### src/rtl/core/mrc_pkg.sv
// ----------------------------------------------------------------------------
// mrc_pkg
// Shared types, codes and helper functions of the Modbus response checker.
// ----------------------------------------------------------------------------
package mrc_pkg;

	localparam int MAX_FRAME_DEF = 260;
	localparam int COUNT_W       = 18;
	localparam logic [2:0] HDR_LEN_RST = 3'd7;

	typedef enum logic [3:0] {
		ST_OK         = 4'd0,
		ST_EXCEPTION  = 4'd1,
		ST_BAD_EXC    = 4'd2,
		ST_TXN        = 4'd3,
		ST_PROTOCOL   = 4'd4,
		ST_LENGTH     = 4'd5,
		ST_BAD_FUNC   = 4'd6,
		ST_FUNC_MISM  = 4'd7,
		ST_QTY_MISM   = 4'd8
	} status_t;

	localparam logic OP_REQUEST  = 1'b0;
	localparam logic OP_RESPONSE = 1'b1;

	localparam logic KIND_LENGTH  = 1'b0;
	localparam logic KIND_VERDICT = 1'b1;

	localparam logic [7:0] FC_READ_COILS     = 8'h01;
	localparam logic [7:0] FC_READ_DISCRETE  = 8'h02;
	localparam logic [7:0] FC_READ_HOLDING   = 8'h03;
	localparam logic [7:0] FC_READ_INPUT     = 8'h04;
	localparam logic [7:0] FC_WRITE_COIL     = 8'h05;
	localparam logic [7:0] FC_WRITE_REG      = 8'h06;
	localparam logic [7:0] FC_READ_EXC_ST    = 8'h07;
	localparam logic [7:0] FC_DIAG           = 8'h08;
	localparam logic [7:0] FC_WRITE_COILS    = 8'h0F;
	localparam logic [7:0] FC_WRITE_REGS     = 8'h10;
	localparam logic [7:0] FC_READ_FILE      = 8'h14;
	localparam logic [7:0] FC_MASK_WRITE     = 8'h16;
	localparam logic [7:0] FC_RW_REGS        = 8'h17;
	localparam logic [7:0] FC_READ_FIFO      = 8'h18;
	localparam logic [7:0] FC_ENCAP          = 8'h2B;

	typedef struct packed {
		logic [15:0] req_txn;
		logic [7:0]  req_func;
		logic [15:0] req_qty;
		logic        txn_bad;
		logic        proto_bad;
		logic [7:0]  rsp_func;
		logic [7:0]  rsp_byte_one;
		logic [15:0] rsp_word_three;
	} cap_t;

	function automatic logic func_valid(input logic [7:0] f);
		logic ok;
		case (f)
			FC_READ_COILS, FC_READ_DISCRETE, FC_READ_HOLDING, FC_READ_INPUT,
			FC_WRITE_COIL, FC_WRITE_REG, FC_READ_EXC_ST, FC_DIAG,
			FC_WRITE_COILS, FC_WRITE_REGS, FC_READ_FILE, FC_MASK_WRITE,
			FC_RW_REGS, FC_READ_FIFO, FC_ENCAP: ok = 1'b1;
			default: ok = 1'b0;
		endcase
		return ok;
	endfunction

	function automatic logic [15:0] ceil_bytes(input logic [15:0] bits);
		return {3'd0, bits[15:3]} + {15'd0, |bits[2:0]};
	endfunction

	function automatic logic [COUNT_W-1:0] calc_reply_len(input logic [7:0] func,
		input logic [15:0] qty, input logic [2:0] hl);
		logic [COUNT_W-1:0] body;
		case (func)
			FC_READ_COILS, FC_READ_DISCRETE:
				body = COUNT_W'(ceil_bytes(qty)) + COUNT_W'(2);
			FC_READ_HOLDING, FC_READ_INPUT, FC_RW_REGS:
				body = {1'b0, qty, 1'b0} + COUNT_W'(2);
			FC_WRITE_COIL, FC_WRITE_REG, FC_WRITE_COILS, FC_WRITE_REGS:
				body = COUNT_W'(5);
			FC_MASK_WRITE:
				body = COUNT_W'(7);
			default:
				body = '0;
		endcase
		return body + COUNT_W'(hl);
	endfunction

endpackage

### src/rtl/core/mrc_capture.sv
// ----------------------------------------------------------------------------
// mrc_capture
// Frame byte counters and field captures; presents the state after the byte.
// ----------------------------------------------------------------------------
module mrc_capture #(
	parameter int MAX_FRAME = mrc_pkg::MAX_FRAME_DEF,
	parameter int IDX_W     = $clog2(MAX_FRAME + 2)
) (
	input  logic               clk,
	input  logic               arst_n,
	input  logic               fire,
	input  logic               opcode,
	input  logic [7:0]         data_byte,
	input  logic               is_last,
	input  logic [2:0]         hdr_len,
	output mrc_pkg::cap_t      cap_nx,
	output logic [IDX_W-1:0]   rsp_len
);
	import mrc_pkg::*;

	localparam logic [IDX_W-1:0] MaxIdx = IDX_W'(MAX_FRAME);

	logic [IDX_W-1:0] req_idx_q, rsp_idx_q;
	logic [IDX_W-1:0] req_idx_nx, rsp_idx_nx;
	logic [IDX_W-1:0] i, h0, h1, h3, h4;
	cap_t             cap_q;

	assign h0 = IDX_W'(hdr_len);
	assign h1 = h0 + IDX_W'(1);
	assign h3 = h0 + IDX_W'(3);
	assign h4 = h0 + IDX_W'(4);

	always_comb begin
		cap_nx     = cap_q;
		req_idx_nx = req_idx_q;
		rsp_idx_nx = rsp_idx_q;
		rsp_len    = rsp_idx_q;
		i          = (opcode == OP_REQUEST) ? req_idx_q : rsp_idx_q;
		if (opcode == OP_REQUEST) begin
			if (i == '0) begin
				cap_nx.req_txn  = '0;
				cap_nx.req_func = '0;
				cap_nx.req_qty  = '0;
				rsp_idx_nx      = '0;
			end
			if (i < MaxIdx) begin
				if (i == IDX_W'(0)) cap_nx.req_txn[15:8] = data_byte;
				if (i == IDX_W'(1)) cap_nx.req_txn[7:0]  = data_byte;
				if (i == h0) cap_nx.req_func = data_byte;
				if (i == h3) cap_nx.req_qty[15:8] = data_byte;
				if (i == h4) cap_nx.req_qty[7:0]  = data_byte;
			end
			if (i <= MaxIdx) req_idx_nx = i + IDX_W'(1);
			if (is_last) req_idx_nx = '0;
		end else begin
			if (i == '0) begin
				cap_nx.txn_bad        = 1'b0;
				cap_nx.proto_bad      = 1'b0;
				cap_nx.rsp_func       = '0;
				cap_nx.rsp_byte_one   = '0;
				cap_nx.rsp_word_three = '0;
			end
			if (i < MaxIdx) begin
				if (i == IDX_W'(0) && data_byte != cap_q.req_txn[15:8]) cap_nx.txn_bad = 1'b1;
				if (i == IDX_W'(1) && data_byte != cap_q.req_txn[7:0]) cap_nx.txn_bad = 1'b1;
				if ((i == IDX_W'(2) || i == IDX_W'(3)) && data_byte != 8'h00)
					cap_nx.proto_bad = 1'b1;
				if (i == h0) cap_nx.rsp_func     = data_byte;
				if (i == h1) cap_nx.rsp_byte_one = data_byte;
				if (i == h3) cap_nx.rsp_word_three[15:8] = data_byte;
				if (i == h4) cap_nx.rsp_word_three[7:0]  = data_byte;
			end
			if (i <= MaxIdx) rsp_idx_nx = i + IDX_W'(1);
			rsp_len = rsp_idx_nx;
			if (is_last) rsp_idx_nx = '0;
		end
	end

	always_ff @(posedge clk or negedge arst_n) begin
		if (!arst_n) begin
			req_idx_q <= '0;
			rsp_idx_q <= '0;
			cap_q     <= '0;
		end else if (fire) begin
			req_idx_q <= req_idx_nx;
			rsp_idx_q <= rsp_idx_nx;
			cap_q     <= cap_nx;
		end
	end

endmodule

### config.mk
export PLATFORM = sky130hd
export DESIGN_NAME = mrc_capture
export DESIGN_NICKNAME = d
export VERILOG_FILES = /design/src/rtl/core/mrc_pkg.sv /design/src/rtl/core/mrc_capture.sv
export SDC_FILE = /design/constraint.sdc
export NUM_CORES = 1
export LEC_CHECK = 0
export BUFFER_PORTS_ARGS = -buffer_cell sky130_fd_sc_hd__buf_2
export CAP_MARGIN = 20
export CORE_ASPECT_RATIO = 1.1
export CORE_UTILIZATION = 30
export CTS_CLUSTER_SIZE = 10
export DETAILED_ROUTE_END_ITERATION = 12
export GPL_TIMING_DRIVEN = 0
export RECOVER_POWER = 100
export SLEW_MARGIN = 20
export SYNTH_ARGS = -nofsm -noshare
export SYNTH_HDL_FRONTEND = slang
export SYNTH_SLANG_ARGS = --single-unit
### constraint.sdc
create_clock -name clk -period 3.1 [get_ports clk]
set_clock_uncertainty 0.15 [all_clocks]
set_input_delay 0.62 -clock clk [delete_from_list [all_inputs] [get_ports clk]]
set_output_delay 0.62 -clock clk [all_outputs]
set_load 0.01 [all_outputs]
# == Word-level counts from Yosys, hierarchy flattened ==
# Cells that the tools add are included.
# Widths: inputs -> output; s select.
# op_classes
n_addsub,4
order_cmp,2
n_eq_ne,9
n_mux,26
bitwise_logic,1
reduce_logical,10
# op_table
operator,n
$mux 40,3
$mux 34,3
$mux 8,9
$mux 9,8
$eq 9x4->1,3
$eq 9x2->1 const B,2
$ne 8x8->1,2
$add 9x1->9 const B,1
$eq 9x1->1 const B,1
$eq 9x3->1,1
$le 9x9->1 const B,1
$logic_not 9->1,1
$lt 9x9->1 const B,1
$reduce_bool 8->1,1
$add 3x1->4 const B,1
$add 3x2->4 const B,1
$add 3x3->4 const B,1
$reduce_bool 2->1,2
$logic_and 1x1->1,3
$mux 1,3
$reduce_and 3->1,1
$reduce_and 2->1,1
$logic_or 1x1->1,1
$not 1->1,1
# word_totals
register_bits,92
input_bits,16
output_inout_bits,83
elab_cells,62

# == Longest topological paths before layout ==
# depth
ltp_word,7
ltp_mapped,9
mapped_depth_nobuf,8

# == Worst setup path before layout ==
# OpenSTA, ideal clock, no wires.
# synth_timing
path_kind,input to output
startpoint,input opcode
endpoint,output cap_nx[34] in the netlist's numbering
arrival_time_ps,2666
t_required_ps,2330
path_slack_ps,-336
cell_stages,8
n_path_buf,3
cell_sequence,buf_2 -> mux2i_1 -> xnor2_1 -> or2_2 -> clkbuf_1 -> nor4b_1 -> buf_2 -> mux2i_1
# synth_rtl
element,line,text
start: declaration,mrc_capture.sv:12,"input logic opcode,"
end: declaration,mrc_capture.sv:16,"output mrc_pkg::cap_t cap_nx,"

==> flow_metrics.py <==
metrics = {
    "synth": {
        "syn_area_um2": 5820,
        "ys_seq_area_frac": 0.396,
        "synth_warnings": 0,
        "synth_edf_count": 0,
        "async_reset_ff_frac": 1.00,
        "syn-num-nets": 620,
        "ys_seq_elements": 92,
        "syn_inst": 598,
        "avgSynthCellArea_um2": 9.73,
        "synth_ff_type": "dfrtp_1",
        "synth.distinct_cells": 58,
    },
    "critical_path": {
        "reg2reg_from": "req_idx_q[6]",
        "path_max_fanout": 8,
        "crit_path_start_kind": "flop",
        "critPathKind": "flop to output pin",
        "crit_arrival_ns": 3.00,
        "cp.required_ns": 2.33,
        "crit_start": "req_idx_q[6]",
        "endpoint_kind": "output pin",
        "reg2regPathDepth": 8,
    },
    "timing": {
        "finalWorstSetupSlack_ns": -0.667,
        "hold_violations": 0,
        "rsz0062_at_grt": "true",
        "setup_viol": 83,
        "fmax_mhz": 265,
        "timing.setup.tns_ns": -33.66,
        "timing.final.crit_share": 1.22,
        "period_needed_ns": 3.77,
        "tightest_slew_ns": 1.42,
        "drv_slew": 0,
        "maxSlewHeadroom": 0.0501,
    },
    "clocking": {
        "insertion_delay_ns": 0.35,
        "cts.sinks": 92,
        "cts_inserted_buffers": 9,
        "cts-root-buf": "clkbuf_16",
        "clkTransAtPathRegs_ns": 0.07,
        "htree_levels": 3,
        "clk_path_buf_depth": 2,
        "cts_tree": "built",
    },
    "routing": {
        "wl_met1_um": 8600,
        "wl_per_cell_um": 19.4,
        "vias": 5356,
        "drtIter0Drc": 411,
        "wl_met2_um": 9670,
        "first_pass_iters": 4,
        "top_layer_used": "met4",
        "via_per_inst": 5.34,
        "wl_met3_um": 985,
        "routed_wl_um": 19500,
        "ant_nets": 0,
        "drcViolationCount": 0,
    },
    "cells_and_area": {
        "nNetsFinal": 774,
        "multi_input_area_um2": 3990,
        "fill_cells": 1787,
        "layout_commonest_cell": "dfrtp_1",
        "n_antenna_cell": 0,
        "mostFrequentLayoutCells": "dfrtp_1, buf_2, nand2_1",
        "regArea_um2": 2310,
        "drive_above_1_share": 0.418,
        "area_delta_synth_final_pct": 41.9,
        "fin_util": 0.434,
    },
    "global_routing": {
        "grt_pass1_wl_um": 29800,
        "antenna_found_initial": 0,
        "grt_max_degree": 70,
        "grt.overflow.total": 0,
        "gr-usage-all-layers": 0.196,
        "grt_pass1_vias": 5106,
    },
    "hold_path": {
        "whs_path_depth": 1,
        "hold_path_class": "flop to flop",
        "hold_path_startpoint": "cap_q[5]",
    },
    "die": {
        "core-area_um2": 19000,
        "rows": 53,
        "ios": 99,
        "die-width_um": 135,
        "die_h_um": 148,
        "start_util": 0.306,
        "dieArea_um2": 20000,
    },
    "job": {
        "cap_violations": 0,
    },
    "power": {
        "ir_drop_v": 0.000353,
        "power.leakage_nw": 3.78,
        "power_density_nw_per_um2": 638,
    },
    "status": {
        "status": "finished, violations left",
        "violations": "setup timing",
    },
    "placement": {
        "io_buffers": 87,
        "dpl.hpwl_um": 13000,
        "gp_congestion": 0.863,
    },
}
cells in the mapped netlist, types with 2 or more instances:
cell	instances	area, µm²
a21oi_1	8	40.0
nor3_1	6	30.0
clkbuf_1	39	146
o21ai_0	26	130
xnor2_1	24	210
or4_4	2	22.5
and3_1	4	25.0
or2_2	2	12.5
xor2_1	9	78.8
nor2_1	15	56.3
a32o_1	10	100
o2111ai_1	2	17.5
a31oi_1	2	12.5
inv_1	16	60.1
o211ai_1	2	15.0
o31ai_1	2	15.0
a21o_1	2	15.0
nand4_1	6	37.5
a22o_1	57	499
a2111oi_4	2	55.1
o21ai_1	3	15.0
nand2_1	93	349
buf_2	4	20.0
nor4_1	5	31.3
ha_1	6	75.1
nor3b_1	2	15.0
buf_1	2	7.51
mux2_2	29	327
dfrtp_1	92	2300
and2_1	5	31.3
nor2b_1	20	125
nand2b_1	5	31.3
nand3_1	9	45.0
mux2i_1	56	561
nand3b_1	5	37.5
o21bai_1	2	15.0
nor3_4	2	32.5
or3_4	2	22.5
power breakdown:
group          internal (mW)  leakage [nW]  switching [mW]
Sequential              1.53          1.22           0.242
Clock                  0.539         0.118           0.472
Combinational           1.21          2.43            1.28
final timing paths:
| kind | end | slack, ns |
|---|---|---|
| setup / recovery | cap_nx[9] | -0.67 |
| hold / removal | cap_q[5] | 0.35 |
| setup reg to reg | cap_q[49] | 0.04 |
| hold reg to reg | cap_q[5] | 0.35 |
| max in group asynchronous | cap_q[26] | 0.45 |
| min in group asynchronous | cap_q[23] | 0.98 |
worst max-delay path, stage by stage (launching register included):
cell and delay, ns:
dfrtp_2 0.43, or4_4 0.57, or3_4 0.39, a2111oi_4 0.39, nor3b_4 0.26, buf_6 0.21, mux2i_4 0.25, buf_2 0.16
through the flow:
step	hold WS (ns)	power [mW]	cells	area, µm²	worst slack (ns)
final	0.347	5.27	1003	8250	-0.667
after global routing	0.356	5.57	1003	8250	-0.775
after CTS	0.345	5.16	989	8000	-0.745
after detailed placement	0.331	3.81	933	6890	-0.669
after global placement	0.326	3.78	932	6860	-0.628
after floorplan	0.174	3.15	598	6120	-0.0626
layout make-up:
cell class	count	area share
Clock inverter	4	0.00334
Timing Repair Buffer	146	0.125
Buffer	43	0.0347
Clock buffer	11	0.0282
Multi-Input combinational cell	443	0.484
Inverter	17	0.00788
Tap cell	247	0.0374
Sequential cell	92	0.280
sequential cells by signal, indices dropped and copies added, names as in the netlist:
register and count:
rsp_idx_q 9, cap_q 74, req_idx_q 9
routing by layer:
layer,vias up,GRT usage
met5,-,0
met4,0,0.0612
met3,16,0.0254
met2,170,0.322
met1,2721,0.268
li1,2449,-
kinds of logic after synthesis:
| kind of cell | Yosys count | synth area share |
|---|---|---|
| fa+ha+maj | 6 | 0.0129 |
| simple gates | 189 | 0.167 |
| flops | 92 | 0.396 |
| buf+inv | 63 | 0.0417 |
| mux | 85 | 0.153 |
| compound gates | 129 | 0.176 |
| xor+xnor | 34 | 0.0538 |
repair_timing:
item | in CTS | in global routing
endpoints found under the setup margin | 91 | 106
gates cloned | 2 | 2
resized for setup | 112 | 59
endpoints found under the hold margin | 23 | 0
pin swaps | 20 | 23
hold buffers | 1 | 0
setup buffers | 41 | 14
Note: power is estimated with default switching activity, not from simulation.
